`src/hdl/blpd_pkg.sv`:
```
`default_nettype none

package blpd_pkg;

  // Number of bars the stores are built for.
  localparam int unsigned BARS = 32;

  // Widths fixed by the word formats.
  localparam int unsigned BAR_IDX_W  = 5;
  localparam int unsigned LEVEL_W    = 8;
  localparam int unsigned MS_W       = 16;
  localparam int unsigned CNT_W      = 6;
  localparam int unsigned SHIFT_W    = 3;
  localparam int unsigned PFALL_W    = 8;
  localparam int unsigned STEPMS_W   = 10;
  localparam int unsigned CFG_IDX_W  = 2;
  localparam int unsigned CFG_DATA_W = 10;

  // Widths that follow from the bar count.
  localparam int unsigned BAR_W = (BARS > 1) ? $clog2(BARS) : 1;
  localparam int unsigned N_W   = $clog2(BARS + 1);
  localparam int unsigned CMP_W = ((N_W > BAR_IDX_W) ? N_W : BAR_IDX_W) + 1;

  // Decay steps per tick are capped.
  localparam int unsigned MAX_STEPS = 4;
  localparam int unsigned STEP_W    = $clog2(MAX_STEPS + 1);

  // Queue between the front and back end.
  localparam int unsigned QDEPTH = 2;
  localparam int unsigned QPTR_W = (QDEPTH > 1) ? $clog2(QDEPTH) : 1;
  localparam int unsigned QCNT_W = $clog2(QDEPTH + 1);

  typedef enum logic [CFG_IDX_W-1:0] {
    CFG_BAR_COUNT  = 2'd0,
    CFG_FALL_SHIFT = 2'd1,
    CFG_PEAK_FALL  = 2'd2,
    CFG_STEP_MS    = 2'd3
  } cfg_reg_e;

  typedef enum logic [1:0] {
    OP_STATUS = 2'd0,
    OP_LEVEL  = 2'd1,
    OP_TICK   = 2'd2
  } op_e;

  typedef struct packed {
    logic [CNT_W-1:0]    bar_count;
    logic [SHIFT_W-1:0]  fall_shift;
    logic [PFALL_W-1:0]  peak_fall;
    logic [STEPMS_W-1:0] step_ms;
  } cfg_t;

  typedef struct packed {
    op_e                  op;
    logic [BAR_IDX_W-1:0] bar;
    logic [LEVEL_W-1:0]   level;
    logic [MS_W-1:0]      tick_ms;
  } item_t;

  typedef struct packed {
    logic [LEVEL_W-1:0] target;
    logic [LEVEL_W-1:0] shown;
    logic [LEVEL_W-1:0] peak;
  } lvl_t;

  typedef struct packed {
    logic                 has_bar;
    logic [BAR_IDX_W-1:0] out_bar;
    logic [LEVEL_W-1:0]   shown_level;
    logic [LEVEL_W-1:0]   peak_level;
    logic                 redraw;
    logic                 decaying;
    logic                 last;
  } result_t;

  // Bars in use: zero counts as one, anything above BARS as BARS.
  function automatic logic [N_W-1:0] bars_in_use(input cfg_t cfg);
    logic [N_W-1:0] n;
    if (cfg.bar_count == '0) begin
      n = N_W'(1);
    end else if (int'(cfg.bar_count) > int'(BARS)) begin
      n = N_W'(BARS);
    end else begin
      n = N_W'(cfg.bar_count);
    end
    return n;
  endfunction

endpackage

`default_nettype wire

```
`src/hdl/blpd_ram.sv`:
```
`default_nettype none

module blpd_ram #(
  parameter int unsigned WIDTH = 8,
  parameter int unsigned DEPTH = 32
) (
  input  wire logic                                      clk_i,
  input  wire logic                                      we_i,
  input  wire logic [((DEPTH > 1) ? $clog2(DEPTH) : 1)-1:0] waddr_i,
  input  wire logic [WIDTH-1:0]                          wdata_i,
  input  wire logic                                      re_i,
  input  wire logic [((DEPTH > 1) ? $clog2(DEPTH) : 1)-1:0] raddr_i,
  output logic      [WIDTH-1:0]                          rdata_o
);

  logic [WIDTH-1:0] mem_q [DEPTH];
  logic [WIDTH-1:0] rdata_q;

  always_ff @(posedge clk_i) begin
    if (we_i) begin
      mem_q[waddr_i] <= wdata_i;
    end
    if (re_i) begin
      rdata_q <= mem_q[raddr_i];
    end
  end

  assign rdata_o = rdata_q;

endmodule

`default_nettype wire

```
`src/hdl/blpd_front.sv`:
```
`default_nettype none

module blpd_front
  import blpd_pkg::*;
(
  input  wire logic                 clk_i,
  input  wire logic                 rst_ni,
  input  wire cfg_t                 cfg_i,
  input  wire logic                 in_valid_i,
  output logic                      in_stall_o,
  input  wire logic                 action_i,
  input  wire logic [BAR_IDX_W-1:0] bar_index_i,
  input  wire logic [LEVEL_W-1:0]   level_i,
  input  wire logic [MS_W-1:0]      tick_ms_i,
  output logic                      q_valid_o,
  output item_t                     q_item_o,
  input  wire logic                 q_pop_i
);

  item_t             mem_q [QDEPTH];
  logic [QPTR_W-1:0] wr_ptr_q, wr_ptr_d;
  logic [QPTR_W-1:0] rd_ptr_q, rd_ptr_d;
  logic [QCNT_W-1:0] count_q, count_d;
  logic              full;
  logic              push;
  item_t             item;
  logic [N_W-1:0]    n;

  // Classify the word so the back end only dispatches.
  always_comb begin
    n               = bars_in_use(cfg_i);
    item.bar        = bar_index_i;
    item.level      = level_i;
    item.tick_ms    = tick_ms_i;
    if (action_i) begin
      item.op = (tick_ms_i == '0) ? OP_STATUS : OP_TICK;
    end else begin
      item.op = (CMP_W'(bar_index_i) >= CMP_W'(n)) ? OP_STATUS : OP_LEVEL;
    end
  end

  assign full       = (count_q == QCNT_W'(QDEPTH));
  assign push       = in_valid_i && !full;
  assign in_stall_o = full;
  assign q_valid_o  = (count_q != '0);
  assign q_item_o   = mem_q[rd_ptr_q];

  always_comb begin
    wr_ptr_d = wr_ptr_q;
    rd_ptr_d = rd_ptr_q;
    count_d  = count_q;
    if (push) begin
      wr_ptr_d = (wr_ptr_q == QPTR_W'(QDEPTH - 1)) ? '0 : wr_ptr_q + QPTR_W'(1);
    end
    if (q_pop_i) begin
      rd_ptr_d = (rd_ptr_q == QPTR_W'(QDEPTH - 1)) ? '0 : rd_ptr_q + QPTR_W'(1);
    end
    if (push && !q_pop_i) begin
      count_d = count_q + QCNT_W'(1);
    end else if (!push && q_pop_i) begin
      count_d = count_q - QCNT_W'(1);
    end
  end

  always_ff @(posedge clk_i or negedge rst_ni) begin
    if (!rst_ni) begin
      wr_ptr_q <= '0;
      rd_ptr_q <= '0;
      count_q  <= '0;
    end else begin
      wr_ptr_q <= wr_ptr_d;
      rd_ptr_q <= rd_ptr_d;
      count_q  <= count_d;
    end
  end

  always_ff @(posedge clk_i) begin
    if (push) begin
      mem_q[wr_ptr_q] <= item;
    end
  end

  a_count_bound: assert property (@(posedge clk_i) disable iff (!rst_ni)
    count_q <= QCNT_W'(QDEPTH))
    else $error("queue count above its depth");

  a_pop_nonempty: assert property (@(posedge clk_i) disable iff (!rst_ni)
    q_pop_i |-> count_q != '0)
    else $error("back end popped an empty queue");

endmodule

`default_nettype wire

```
`src/hdl/blpd_div.sv`:
```
`default_nettype none

module blpd_div
  import blpd_pkg::*;
(
  input  wire logic                clk_i,
  input  wire logic                rst_ni,
  input  wire logic                start_i,
  input  wire logic [MS_W-1:0]     dividend_i,
  input  wire logic [STEPMS_W-1:0] divisor_i,
  output logic                     done_o,
  output logic [MS_W-1:0]          quotient_o,
  output logic [STEPMS_W-1:0]      remainder_o
);

  localparam int unsigned DCNT_W = $clog2(MS_W + 1);

  logic [DCNT_W-1:0]   cnt_q, cnt_d;
  logic                done_q, done_d;
  logic [MS_W-1:0]     quo_q, quo_d;
  logic [STEPMS_W-1:0] rem_q, rem_d;
  logic [STEPMS_W-1:0] div_q, div_d;
  logic [STEPMS_W:0]   trial;
  logic                ge;

  // Restoring division, one quotient bit a cycle, MSB first.
  always_comb begin
    trial  = {rem_q, quo_q[MS_W-1]};
    ge     = (trial >= {1'b0, div_q});
    cnt_d  = cnt_q;
    done_d = 1'b0;
    quo_d  = quo_q;
    rem_d  = rem_q;
    div_d  = div_q;
    if (start_i) begin
      cnt_d = DCNT_W'(MS_W);
      quo_d = dividend_i;
      rem_d = '0;
      div_d = divisor_i;
    end else if (cnt_q != '0) begin
      cnt_d  = cnt_q - DCNT_W'(1);
      quo_d  = {quo_q[MS_W-2:0], ge};
      rem_d  = ge ? STEPMS_W'(trial - {1'b0, div_q}) : STEPMS_W'(trial);
      done_d = (cnt_q == DCNT_W'(1));
    end
  end

  always_ff @(posedge clk_i or negedge rst_ni) begin
    if (!rst_ni) begin
      cnt_q  <= '0;
      done_q <= 1'b0;
    end else begin
      cnt_q  <= cnt_d;
      done_q <= done_d;
    end
  end

  always_ff @(posedge clk_i) begin
    quo_q <= quo_d;
    rem_q <= rem_d;
    div_q <= div_d;
  end

  assign done_o      = done_q;
  assign quotient_o  = quo_q;
  assign remainder_o = rem_q;

  a_rem_below_div: assert property (@(posedge clk_i) disable iff (!rst_ni)
    done_q |-> rem_q < div_q)
    else $error("division remainder not below divisor");

endmodule

`default_nettype wire

```
`src/hdl/blpd_back.sv`:
```
`default_nettype none

module blpd_back
  import blpd_pkg::*;
(
  input  wire logic  clk_i,
  input  wire logic  rst_ni,
  input  wire cfg_t  cfg_i,
  input  wire logic  q_valid_i,
  input  wire item_t q_item_i,
  output logic       q_pop_o,
  output logic       out_valid_o,
  output result_t    out_o,
  input  wire logic  out_stall_i
);

  typedef enum logic [3:0] {
    S_IDLE,
    S_STAT,
    S_LVL,
    S_DIV,
    S_RD,
    S_LOAD,
    S_STEP,
    S_WR,
    S_ORD,
    S_OEMIT
  } state_e;

  state_e              state_q, state_d;
  logic                busy_q, busy_d;
  logic [MS_W-1:0]     acc_q, acc_d;
  logic [BAR_W-1:0]    idx_q, idx_d;
  logic [STEP_W-1:0]   steps_q, steps_d;
  logic [STEP_W-1:0]   kleft_q, kleft_d;
  logic                changed_q, changed_d;
  lvl_t                cur_q, cur_d;
  item_t               item_q, item_d;
  logic [BARS-1:0]     valid_q, valid_d;
  logic [BARS-1:0]     unsettled_q, unsettled_d;
  logic                rvalid_q, rvalid_d;
  result_t             out_q, out_d;
  logic                out_valid_q, out_valid_d;

  logic                ram_we, ram_re;
  logic [BAR_W-1:0]    ram_waddr, ram_raddr;
  lvl_t                ram_wdata, ram_rdata, rd_lvl;

  logic                div_start, div_done;
  logic [MS_W-1:0]     div_dividend, div_quo;
  logic [STEPMS_W-1:0] div_divisor, div_rem;

  logic [N_W-1:0]      n;
  logic [BARS-1:0]     in_use;
  logic                last_bar;
  logic                out_free;
  logic [BAR_W-1:0]    bar_addr;

  lvl_t                lvl_new;
  logic                lvl_rose;
  logic [BARS-1:0]     lvl_unsettled;
  logic                lvl_need;

  lvl_t                step_lvl;
  logic                step_ch;
  logic [LEVEL_W-1:0]  fall, gap, pfall;

  blpd_ram #(
    .WIDTH($bits(lvl_t)),
    .DEPTH(BARS)
  ) u_store (
    .clk_i  (clk_i),
    .we_i   (ram_we),
    .waddr_i(ram_waddr),
    .wdata_i(ram_wdata),
    .re_i   (ram_re),
    .raddr_i(ram_raddr),
    .rdata_o(ram_rdata)
  );

  blpd_div u_div (
    .clk_i      (clk_i),
    .rst_ni     (rst_ni),
    .start_i    (div_start),
    .dividend_i (div_dividend),
    .divisor_i  (div_divisor),
    .done_o     (div_done),
    .quotient_o (div_quo),
    .remainder_o(div_rem)
  );

  // A bar never written reads as all zero.
  assign rd_lvl   = rvalid_q ? ram_rdata : '0;
  assign out_free = !out_valid_q || !out_stall_i;
  assign bar_addr = BAR_W'(item_q.bar);
  assign last_bar = ((N_W'(idx_q) + N_W'(1)) == n);

  assign div_dividend = acc_q + q_item_i.tick_ms;
  assign div_divisor  = (cfg_i.step_ms == '0) ? STEPMS_W'(1) : cfg_i.step_ms;

  always_comb begin
    n = bars_in_use(cfg_i);
    for (int i = 0; i < int'(BARS); i++) begin
      in_use[i] = (N_W'(i) < n);
    end
  end

  // New level for one bar: shown jumps up, peak follows shown.
  always_comb begin
    lvl_new.target = item_q.level;
    lvl_new.shown  = (item_q.level > rd_lvl.shown) ? item_q.level : rd_lvl.shown;
    lvl_new.peak   = (lvl_new.shown > rd_lvl.peak) ? lvl_new.shown : rd_lvl.peak;
    lvl_rose       = (item_q.level > rd_lvl.shown) || (lvl_new.shown > rd_lvl.peak);
    lvl_unsettled  = unsettled_q;
    lvl_unsettled[bar_addr] = (lvl_new.shown > lvl_new.target) ||
                              (lvl_new.peak > lvl_new.shown);
    lvl_need       = |(lvl_unsettled & in_use);
  end

  // One decay step of the working bar.
  always_comb begin
    step_lvl        = cur_q;
    fall            = (cur_q.shown - cur_q.target) >> cfg_i.fall_shift;
    if (fall == '0) begin
      fall = LEVEL_W'(1);
    end
    if (cur_q.shown > cur_q.target) begin
      step_lvl.shown = cur_q.shown - fall;
    end
    gap   = cur_q.peak - step_lvl.shown;
    pfall = (cfg_i.peak_fall > gap) ? gap : cfg_i.peak_fall;
    if (cur_q.peak > step_lvl.shown) begin
      step_lvl.peak = cur_q.peak - pfall;
    end
    step_ch = (cur_q.shown > cur_q.target) ||
              ((cur_q.peak > step_lvl.shown) && (pfall != '0));
  end

  always_comb begin
    state_d     = state_q;
    busy_d      = busy_q;
    acc_d       = acc_q;
    idx_d       = idx_q;
    steps_d     = steps_q;
    kleft_d     = kleft_q;
    changed_d   = changed_q;
    cur_d       = cur_q;
    item_d      = item_q;
    valid_d     = valid_q;
    unsettled_d = unsettled_q;
    rvalid_d    = rvalid_q;
    out_d       = out_q;
    out_valid_d = out_valid_q;
    q_pop_o     = 1'b0;
    ram_re      = 1'b0;
    ram_raddr   = idx_q;
    ram_we      = 1'b0;
    ram_waddr   = idx_q;
    ram_wdata   = cur_q;
    div_start   = 1'b0;

    if (out_valid_q && !out_stall_i) begin
      out_valid_d = 1'b0;
    end

    case (state_q)
      S_IDLE: begin
        if (q_valid_i) begin
          q_pop_o = 1'b1;
          item_d  = q_item_i;
          case (q_item_i.op)
            OP_LEVEL: begin
              ram_re    = 1'b1;
              ram_raddr = BAR_W'(q_item_i.bar);
              state_d   = S_LVL;
            end
            OP_TICK: begin
              if (busy_q) begin
                div_start = 1'b1;
                state_d   = S_DIV;
              end else begin
                state_d = S_STAT;
              end
            end
            default: state_d = S_STAT;
          endcase
        end
      end

      S_STAT: begin
        if (out_free) begin
          out_valid_d = 1'b1;
          out_d       = '0;
          out_d.decaying = busy_q;
          out_d.last     = 1'b1;
          state_d     = S_IDLE;
        end
      end

      S_LVL: begin
        if (out_free) begin
          ram_we                = 1'b1;
          ram_waddr             = bar_addr;
          ram_wdata             = lvl_new;
          valid_d[bar_addr]     = 1'b1;
          unsettled_d           = lvl_unsettled;
          busy_d                = busy_q || lvl_need;
          if (lvl_need && !busy_q) begin
            acc_d = '0;
          end
          out_valid_d       = 1'b1;
          out_d.has_bar     = 1'b1;
          out_d.out_bar     = item_q.bar;
          out_d.shown_level = lvl_new.shown;
          out_d.peak_level  = lvl_new.peak;
          out_d.redraw      = lvl_rose;
          out_d.decaying    = busy_q || lvl_need;
          out_d.last        = 1'b1;
          state_d           = S_IDLE;
        end
      end

      S_DIV: begin
        if (div_done) begin
          acc_d = MS_W'(div_rem);
          if (div_quo == '0) begin
            state_d = S_STAT;
          end else begin
            steps_d   = (div_quo > MS_W'(MAX_STEPS)) ? STEP_W'(MAX_STEPS)
                                                     : STEP_W'(div_quo);
            idx_d     = '0;
            changed_d = 1'b0;
            state_d   = S_RD;
          end
        end
      end

      S_RD: begin
        ram_re  = 1'b1;
        state_d = S_LOAD;
      end

      S_LOAD: begin
        cur_d   = rd_lvl;
        kleft_d = steps_q;
        state_d = S_STEP;
      end

      S_STEP: begin
        cur_d   = step_lvl;
        kleft_d = kleft_q - STEP_W'(1);
        if (step_ch) begin
          changed_d = 1'b1;
        end
        if (kleft_q == STEP_W'(1)) begin
          state_d = S_WR;
        end
      end

      S_WR: begin
        ram_we             = 1'b1;
        valid_d[idx_q]     = 1'b1;
        unsettled_d[idx_q] = (cur_q.shown > cur_q.target) || (cur_q.peak > cur_q.shown);
        if (last_bar) begin
          if (changed_q) begin
            idx_d   = '0;
            state_d = S_ORD;
          end else begin
            // Nothing moved: decay is over.
            busy_d  = 1'b0;
            acc_d   = '0;
            state_d = S_STAT;
          end
        end else begin
          idx_d   = idx_q + BAR_W'(1);
          state_d = S_RD;
        end
      end

      S_ORD: begin
        ram_re  = 1'b1;
        state_d = S_OEMIT;
      end

      S_OEMIT: begin
        if (out_free) begin
          out_valid_d       = 1'b1;
          out_d.has_bar     = 1'b1;
          out_d.out_bar     = BAR_IDX_W'(idx_q);
          out_d.shown_level = rd_lvl.shown;
          out_d.peak_level  = rd_lvl.peak;
          out_d.redraw      = 1'b1;
          out_d.decaying    = busy_q;
          out_d.last        = last_bar;
          if (last_bar) begin
            state_d = S_IDLE;
          end else begin
            idx_d   = idx_q + BAR_W'(1);
            state_d = S_ORD;
          end
        end
      end

      default: state_d = S_IDLE;
    endcase

    if (ram_re) begin
      rvalid_d = valid_q[ram_raddr];
    end
  end

  always_ff @(posedge clk_i or negedge rst_ni) begin
    if (!rst_ni) begin
      state_q     <= S_IDLE;
      busy_q      <= 1'b0;
      acc_q       <= '0;
      idx_q       <= '0;
      steps_q     <= '0;
      kleft_q     <= '0;
      changed_q   <= 1'b0;
      cur_q       <= '0;
      item_q      <= '0;
      valid_q     <= '0;
      unsettled_q <= '0;
      rvalid_q    <= 1'b0;
      out_q       <= '0;
      out_valid_q <= 1'b0;
    end else begin
      state_q     <= state_d;
      busy_q      <= busy_d;
      acc_q       <= acc_d;
      idx_q       <= idx_d;
      steps_q     <= steps_d;
      kleft_q     <= kleft_d;
      changed_q   <= changed_d;
      cur_q       <= cur_d;
      item_q      <= item_d;
      valid_q     <= valid_d;
      unsettled_q <= unsettled_d;
      rvalid_q    <= rvalid_d;
      out_q       <= out_d;
      out_valid_q <= out_valid_d;
    end
  end

  assign out_valid_o = out_valid_q;
  assign out_o       = out_q;

  a_stop_clears_acc: assert property (@(posedge clk_i) disable iff (!rst_ni)
    $fell(busy_q) |-> acc_q == '0)
    else $error("decay stopped with a nonzero accumulator");

  a_sweep_in_use: assert property (@(posedge clk_i) disable iff (!rst_ni)
    (state_q == S_RD || state_q == S_ORD) |-> N_W'(idx_q) < n)
    else $error("bar sweep ran past the bars in use");

  a_step_count: assert property (@(posedge clk_i) disable iff (!rst_ni)
    state_q == S_STEP |-> kleft_q != '0 && kleft_q <= STEP_W'(MAX_STEPS))
    else $error("decay step counter out of range");

endmodule

`default_nettype wire

```
`src/hdl/bar_level_peak_decay_core.sv`:
```
`default_nettype none

// Channel  Dir  Handshake                   Word
// in       in   in_valid_i / in_stall_o     action_i bar_index_i level_i tick_ms_i
// out      out  out_valid_o / out_stall_i   has_bar_o out_bar_o shown_level_o peak_level_o
//                                           redraw_o decaying_o last_o
// cfg      in   cfg_we_i                    cfg_index_i cfg_wdata_i
//
// Back end: a level word is popped with a store read and its result then sent; a status
// word is popped and then answered. A tick while decaying is popped and divided; each bar in
// use is then read, stepped k times (k from 1 to 4) and written back, and the results read out.
// Reset needs no clearing pass: per-bar valid bits make unwritten bars read as zero.
// A two-word queue takes input while the back end works, and the output register holds a
// stalled result while the back end moves on to its next step.

module bar_level_peak_decay_core
  import blpd_pkg::*;
(
  input  wire logic                  clk_i,
  input  wire logic                  rst_ni,
  input  wire logic                  cfg_we_i,
  input  wire logic [CFG_IDX_W-1:0]  cfg_index_i,
  input  wire logic [CFG_DATA_W-1:0] cfg_wdata_i,
  input  wire logic                  in_valid_i,
  output logic                       in_stall_o,
  input  wire logic                  action_i,
  input  wire logic [BAR_IDX_W-1:0]  bar_index_i,
  input  wire logic [LEVEL_W-1:0]    level_i,
  input  wire logic [MS_W-1:0]       tick_ms_i,
  output logic                       out_valid_o,
  input  wire logic                  out_stall_i,
  output logic                       has_bar_o,
  output logic [BAR_IDX_W-1:0]       out_bar_o,
  output logic [LEVEL_W-1:0]         shown_level_o,
  output logic [LEVEL_W-1:0]         peak_level_o,
  output logic                       redraw_o,
  output logic                       decaying_o,
  output logic                       last_o
);

  cfg_t    cfg_q, cfg_d;
  logic    q_valid;
  item_t   q_item;
  logic    q_pop;
  result_t res;

  always_comb begin
    cfg_d = cfg_q;
    if (cfg_we_i) begin
      case (cfg_reg_e'(cfg_index_i))
        CFG_BAR_COUNT:  cfg_d.bar_count  = cfg_wdata_i[CNT_W-1:0];
        CFG_FALL_SHIFT: cfg_d.fall_shift = cfg_wdata_i[SHIFT_W-1:0];
        CFG_PEAK_FALL:  cfg_d.peak_fall  = cfg_wdata_i[PFALL_W-1:0];
        CFG_STEP_MS:    cfg_d.step_ms    = cfg_wdata_i[STEPMS_W-1:0];
        default:        cfg_d = cfg_q;
      endcase
    end
  end

  always_ff @(posedge clk_i or negedge rst_ni) begin
    if (!rst_ni) begin
      cfg_q.bar_count  <= CNT_W'(32);
      cfg_q.fall_shift <= SHIFT_W'(2);
      cfg_q.peak_fall  <= PFALL_W'(2);
      cfg_q.step_ms    <= STEPMS_W'(20);
    end else begin
      cfg_q <= cfg_d;
    end
  end

  blpd_front u_front (
    .clk_i       (clk_i),
    .rst_ni      (rst_ni),
    .cfg_i       (cfg_q),
    .in_valid_i  (in_valid_i),
    .in_stall_o  (in_stall_o),
    .action_i    (action_i),
    .bar_index_i (bar_index_i),
    .level_i     (level_i),
    .tick_ms_i   (tick_ms_i),
    .q_valid_o   (q_valid),
    .q_item_o    (q_item),
    .q_pop_i     (q_pop)
  );

  blpd_back u_back (
    .clk_i      (clk_i),
    .rst_ni     (rst_ni),
    .cfg_i      (cfg_q),
    .q_valid_i  (q_valid),
    .q_item_i   (q_item),
    .q_pop_o    (q_pop),
    .out_valid_o(out_valid_o),
    .out_o      (res),
    .out_stall_i(out_stall_i)
  );

  assign has_bar_o     = res.has_bar;
  assign out_bar_o     = res.out_bar;
  assign shown_level_o = res.shown_level;
  assign peak_level_o  = res.peak_level;
  assign redraw_o      = res.redraw;
  assign decaying_o    = res.decaying;
  assign last_o        = res.last;

endmodule

`default_nettype wire

```
`config.mk`:
```
export PLATFORM = sky130hd
export DESIGN_NAME = bar_level_peak_decay_core
export DESIGN_NICKNAME = d
export VERILOG_FILES = /design/src/hdl/blpd_pkg.sv /design/src/hdl/blpd_ram.sv /design/src/hdl/blpd_front.sv /design/src/hdl/blpd_div.sv /design/src/hdl/blpd_back.sv /design/src/hdl/bar_level_peak_decay_core.sv
export SDC_FILE = /design/constraint.sdc
export NUM_CORES = 2
export LEC_CHECK = 0
export BUFFER_PORTS_ARGS = -buffer_cell sky130_fd_sc_hd__buf_2
export CORE_ASPECT_RATIO = 0.75
export CORE_MARGIN = 2
export CORE_UTILIZATION = 40
export CTS_CLUSTER_DIAMETER = 80
export DETAILED_ROUTE_END_ITERATION = 10
export PLACE_DENSITY_LB_ADDON = 0.25
export SYNTH_ARGS = -nofsm -noshare
export SYNTH_HDL_FRONTEND = slang
export SYNTH_SLANG_ARGS = --single-unit
export TNS_END_PERCENT = 10
```
`constraint.sdc`:
```
create_clock -name clk_i -period 8.2 [get_ports clk_i]
set_input_delay 0.82 -clock clk_i [delete_from_list [all_inputs] [get_ports clk_i]]
set_output_delay 0.82 -clock clk_i [all_outputs]
set_load 0.05 [all_outputs]
```
[Word-level counts from Yosys, hierarchy flattened]
Memories as Yosys holds them, arrays and structs flattened. A register that Yosys moved wholly into a read port is not among the register bits.
Index checks and enable logic that the tools add are counted.
Word-level totals
  bits in writable memories: 830
  logic and storage cells: 296
  memories kept: 2
  bits in registers: 234
  output and inout port bits: 27
  bits of input ports: 47
Memory list
  u_back.u_store.mem_q: depth 32, bits a word 24, rd ports 1, clocked after Yosys merged registers in 1, wr ports 1, RTL line blpd_ram.sv:16  | logic [WIDTH-1:0] mem_q [DEPTH];
  u_front.mem_q: depth 2, bits a word 31, rd ports 1, clocked after Yosys merged registers in 0, wr ports 1, RTL line blpd_front.sv:20  | item_t mem_q [QDEPTH];
Cells by class
  equal/unequal tests: 33
  shift-type cells: 1
  muxes and demuxes: 100
  reductions and logical operators: 57
  add/subtract/negate cells: 14
  bitwise logic cells: 5
  order comparisons: 49
Operator list (number)
  one-hot mux 32 bit (2 select lines): 2
  two-way mux 16 bit: 7
  less-than comparator 5 x 6 -> 1 bit (first input constant): 16
  two-way mux 25 bit: 3
  one-hot mux 25 bit (3 select lines): 1
  two-way mux 24 bit: 3
  two-way mux 5 bit: 13
  bitwise mux 32 bit: 2
  > comparator 8 bit: 8
  two-way mux 32 bit: 2
  bitwise OR 32 bit: 2
  less-than comparator 4 x 6 -> 1 bit (first input constant): 8
  two-way mux 8 bit: 6
  one-hot mux 16 bit (3 select lines): 1
  one-hot mux 24 bit (2 select lines): 1
  one-hot mux 4 bit (9 select lines): 1
  AND 32 bit: 1
  logical NOT 16 bit: 2
  two-way mux 4 bit: 8
  OR reduction 32 bit: 1
  subtractor 8 bit: 4
  two-way mux 1 bit: 30
  less-than comparator 3 x 6 -> 1 bit (first input constant): 4
  less-than comparator 5 x 6 -> 1 bit (second input constant): 3
  59 further kinds: 130

[Longest topological paths before layout]
  depth in word-level cells: 14
  gate-level depth with buffers: 50
  mapped depth without buffers: 50

[Modules after synthesis]
A second synthesis with hierarchy kept.
Unflattened totals
  cells, all modules: 3718
  area, all modules: 49536.3 um2
By module, submodules not included
  blpd_ram: sequential area each 23782.8 um2, area each 30720.7 um2, instances 1, cells an instance 1711
  blpd_back: sequential area each 3878.7 um2, area each 12742.2 um2, instances 1, cells an instance 1607
  blpd_front: sequential area each 1961.9 um2, area each 2763.9 um2, instances 1, cells an instance 143
  blpd_div: sequential area each 1131.1 um2, area each 2275.9 um2, instances 1, cells an instance 199
  bar_level_peak_decay_core: sequential area each 681.9 um2, area each 1033.5 um2, instances 1, cells an instance 58

[Worst setup path after synthesis]
Ideal clock, no wire load.
  kind: register to register
  from: register u_back.cur_q[9] (netlist name)
  to: register u_back.cur_q[7] (netlist name)
  required time: 8.073 ns
  buffers on the path: 0
  path slack: -0.057 ns
  arrival: 8.130 ns
  clock period less this slack: 8.257 ns
  stages on the path, launching flop included: 47
  setup time: 0.127 ns
  cell sequence: dfrtp_1 ha_1 nor2b_1 o21ai_0 nand2b_1 a21o_1 a21o_1 a21o_1 a21oi_1 xor2_1 nor2_1 a21oi_1 mux2i_1 nor4_1 nand3_1 nand2_1 ha_1 inv_1 [... 11 more ...] nor2_1 nor2_1 xnor2_1 inv_1 ha_1 nand2_1 or4_4 a31oi_4 o21ai_0 ha_1 a21oi_1 or3_1 o211ai_1 o221ai_1 a221oi_1 or3_1 a21oi_1 nand3b_1
Between the ends
  cells in the longest elaborated chain, start to end: 12
  elaborated cells between the ends (all ways): 16
  classes of those cells: add/sub (4); order compare (3); eq/ne (1); shift (1); mux (5); reduce/logical (2)
RTL lines
  from (decl): RTL line blpd_back.sv:37  | lvl_t cur_q, cur_d;
  from (signal assigned): RTL line blpd_back.sv:336  | cur_q <= cur_d;
  subtractor 8 bit: RTL line blpd_back.sv:123  | fall = (cur_q.shown - cur_q.target) >> cfg_i.fall_shift;
  right shift 8 x 3 -> 8 bit: RTL line blpd_back.sv:123
  logical NOT 8 bit: RTL line blpd_back.sv:124  | if (fall == '0) begin
  two-way mux 8 bit: RTL line blpd_back.sv:124
  subtractor 8 bit: RTL line blpd_back.sv:128  | step_lvl.shown = cur_q.shown - fall;
  two-way mux 8 bit *: RTL line blpd_back.sv:127  | if (cur_q.shown > cur_q.target) begin
  subtractor 8 bit: RTL line blpd_back.sv:130  | gap = cur_q.peak - step_lvl.shown;
  > comparator 8 bit: RTL line blpd_back.sv:131  | pfall = (cfg_i.peak_fall > gap) ? gap : cfg_i.peak_fall;
  two-way mux 8 bit: RTL line blpd_back.sv:131
  subtractor 8 bit: RTL line blpd_back.sv:133  | step_lvl.peak = cur_q.peak - pfall;
  two-way mux 8 bit: RTL line blpd_back.sv:132  | if (cur_q.peak > step_lvl.shown) begin
  one-hot mux 24 bit (2 select lines): RTL line blpd_back.sv:166  | case (state_q)
Every way passes the cells marked *; elsewhere a longest branch is shown, timed or not. The select of a mux whose other input is x is not followed.
A chain may end at the register's enable or synchronous reset.

[Worst setup path in the final report]
  from: register u_back.cur_q[9] (netlist name)
  to: register u_back.cur_q[5] (netlist name)
Same word-level chain as after synthesis.

==> key figures <==
Detailed routing
  • Vias: 30100
  • Post-route ant nets: 0
  • Detail-routed via count per cell: roughly 5.7
  • WL per Instance: between 20 and 25 um
  • # DRC: 0
  • DRT iter0 DRCs: 3227
  • First-pass DRT Iterations: 7
  • Routed wire length: 130000 um

Clock network
  • Later-pin clock latency in the skew report: 0.73 ns
  • Longest Clk Path Bufs: 3
  • CTS H-tree depth: 3
  • Clock transition at the registers of the reported paths: roughly 0.07 ns
  • TritonCTS clock tree: built
  • Clock buffer count from CTS: 105
  • Clock Sinks: 1082
  • CTS Root Cell: clkbuf_16

Layout
  • Fillers: 10800
  • P&R area growth vs syn: 15.1%
  • Nets: 3719
  • Fin cells: around 5300
  • Finished Cell Area: 0.0562 mm^2
  • Ant. Diodes: 0
  • Share of layout cells above drive strength 1: between 20% and 30%
  • Final core utilization: 46.2%

Yosys
  • Simple-gate share of the synthesized area: 7.07%
  • Post-synth EDFFs: slightly below 900
  • Post-Synth XOR/XNOR Area: 1.05%
  • Post-Synth Adder-Cell Area: 3.15%
  • Compound-gate portion of the synthesized area: 8.91%
  • Syn Std Cell Area: 0.0489 mm^2
  • Post-Synthesis Net Count: 3558
  • Sequential element share of the synthesized area: ~64%
  • Mux share of post-synthesis cell area: 13.1%
  • Mapped Cells: 3395
  • Synth Flop Type: edfxtp_1
  • Ys async rst share: between 10% and 20%
  • Syn avg cell area: between 10 and 15 um^2
  • Netlist cell types: between 70 and 80
  • Largest family of logic cells by synthesized area: multiplexers
  • Synth Register Bits: between 1000 and 1500
  • Ys Warns: 0

Timing
  • Fin crit share: 102%
  • Slew at the pin with the worst max-slew slack: around 1.3 ns
  • Worst hold margin: 0.152 ns
  • RSZ-0062 raised after global routing: yes
  • Rel. slew slack: 13.1%
  • # setup viols final: 4
  • Sum Neg Setup Slack: -0.602 ns
  • Clock Skew: 0.0781 ns
  • Worst Slack Setup Final: -0.192 ns
  • Final hold vios: 0
  • Period minus WS final: 8.39 ns
  • Slew Limit Fails: 0
  • Fmax: 0.119 GHz

Setup path
  • CP Data Required Time: 8.74 ns
  • Setup crit end kind: register
  • R2R setup slack: -0.19 ns
  • Startpoint Class: register
  • CP top delay family: compound AO/OA/AOI/OAI gates
  • WP buf/inv: 5
  • Slowest-stage cell, CP: or4_4
  • Arr. time, crit path: about 8.9 ns
  • CP Depth: 46
  • Crit path largest cell delay: between 0.4 and 0.5 ns
  • CP max FO: 5
  • R2R depth: 46
  • Kind of critical path: register to register

Pwr
  • Leak pwr: 20.6 nW
  • Peak supply drop: between 500 and 600 uV
  • PD cells: around 470 mW/mm^2
  • Pwr Total: 26.5 mW

GRT
  • Total grt overflow: 0
  • Pin count of the biggest net entering global routing: 103
  • Global-route wire length before repair: roughly 190000 um
  • Gr usage total: 20.6%
  • Initial antenna violation count: 4
  • Vias in the first global route: about 29000

Die
  • Number of core rows: 111
  • I/O pin cnt: 74
  • Initial Util: 40.2%
  • Core Area: between 0.1 and 0.15 mm^2
  • Die area: 0.125 mm^2
  • Die W: between 400 and 500 um
  • Die H: 307 um

Placement
  • Worst slack, placed: -0.413 ns
  • GPL Wtd Cong: 0.929
  • DP Wirelength: around 83000 um
  • Post-DP Area: 0.0522 mm^2
  • Inst Count DP: about 5100
  • Port bufs: 73

Status
  • Status: complete, but fails checks
  • Failing checks: setup timing

Min path
  • Min-Delay Path Class: input pin to async pin

Job
  • Max-cap violations: 0
==> synth_stat cells, types with 7 or more instances <==
cell       instances  area (um^2)
a211oi_1          21          158
a21o_1            40          300
a21oi_1          168          841
a221o_1            8         80.1
a221oi_1           8         70.1
a22oi_1           23          173
a2bb2oi_1          8         70.1
a31oi_1           23          144
a32oi_1            7         61.3
a41o_1             9         90.1
and2_1            18          113
and3_1            18          113
buf_1             35          131
clkbuf_1         158          593
dfrtp_1          187         4680
dfxtp_1           10          200
edfxtp_1         880        26400
ha_1             110         1380
inv_1            117          439
mux2_2            88          991
mux2i_1           89          891
mux4_2           200         4500
nand2_1          284         1070
nand2b_1          38          238
nand3_1           59          295
nand4_1           13         81.3
nor2_1           189          709
nor2b_1           35          219
nor3_1            42          210
nor3b_1           13         97.6
nor4_1            17          106
o211ai_1          48          360
o21a_1             9         67.6
o21ai_0          226         1130
o221ai_1          26          228
o22ai_1           13         81.3
o31ai_1            7         52.6
or2_2             10         62.6
xnor2_1           41          359
xor2_1            15          131
==> sequential cells by signal (all words and copies together), names as in the netlist, 16 cells and up <==
name                     count
u_back.u_store.mem_q       768
u_front.mem_q               62
u_back.unsettled_q          32
u_back.valid_q              32
cfg_q                       27
u_back.out_o                25
u_back.cur_q                24
u_back.u_store.rdata_o      24
u_back.u_div.quotient_o     16
==> final timing paths <==
kind                                                start                                end
setup / recovery              u_back.cur_q[9]$_DFFE_PN0P_        u_back.cur_q[5]$_DFFE_PN0P_
hold / removal                                     rst_ni              cfg_q[12]$_DFFE_PN0P_
setup reg to reg              u_back.cur_q[9]$_DFFE_PN0P_        u_back.cur_q[5]$_DFFE_PN0P_
hold reg to reg            u_back.valid_q[11]$_DFFE_PN0P_     u_back.valid_q[11]$_DFFE_PN0P_
max in group asynchronous                          rst_ni  u_back.unsettled_q[6]$_DFFE_PN0P_
min in group clk_i                             level_i[4]     u_front.mem_q[1][20]$_DFFE_PP_
==> metal layers <==
layer	GRT usage (%)	share of wire, %	vias up
met5	0	0	-
met1	32.1	48	15300
met4	4.48	1.8	0
met3	4.27	7.8	163
met2	29.6	43	1164
li1	-	-	13400
==> cells in the final DEF (no fill, tap or decap), types with 20 or more instances in the layout <==
master | Yosys | final
a211oi_1 | 21 | 20
a21o_1 | 40 | 40
a21oi_1 | 168 | 152
a22oi_1 | 23 | 23
a31oi_1 | 23 | 21
buf_2 | 0 | 72
buf_4 | 0 | 165
clkbuf_16 | 0 | 105
dfrtp_1 | 187 | 186
edfxtp_1 | 880 | 880
ha_1 | 110 | 106
inv_1 | 117 | 115
mux2_2 | 88 | 88
mux2i_1 | 89 | 88
mux4_2 | 200 | 200
nand2_1 | 284 | 281
nand2b_1 | 38 | 38
nand3_1 | 59 | 59
nor2_1 | 189 | 154
nor2_2 | 0 | 21
nor2b_1 | 35 | 34
nor3_1 | 42 | 39
o211ai_1 | 48 | 48
o21ai_0 | 226 | 200
o21ai_2 | 0 | 22
o221ai_1 | 26 | 25
xnor2_1 | 41 | 38
==> power by group <==
part | switching [mW] | internal, mW
Combinational | 7.83 | 5.84
Clock | 2.21 | 2.98
Sequential | 0.553 | 7.09
==> cells by family after synthesis <==
kind of cell,count (synthesis)
buffers and inverters,310
adders and majority gates,120
xor gates and xnor gates,57
muxes,378
AOI/OAI and AO/OA,694
DFF,1082
and+or+nand+nor,754
==> what timing repair did <==
item	4_1_cts	5_1_grt
gates resized for setup	18	29
buffers inserted	10	4
setup endpoints to repair	6	20
pin swaps	12	13
hold buffers	0	0
==> worst reg2reg max path, delay by kind of cell, from the launching register on <==
kind            cells  cell delay, ns
mux                 3            0.58
fa+ha+maj           6            1.61
simple gates       12            1.80
flops               1            0.42
buf+inv             5            0.53
xor+xnor            4            0.64
compound gates     16            2.63
==> cell type report <==
cell class              count  area [um^2]  area share [%]
inverters                 117          439           0.781
flip-flops and latches   1082        31400            55.9
clock inverters            65          898            1.60
well taps                1638         2050            3.64
multi-input cells        2003        16800            29.8
repair buffers            247         1770            3.14
clock buffers             134         2860            5.09
Note: power is estimated with default switching activity, not from simulation.
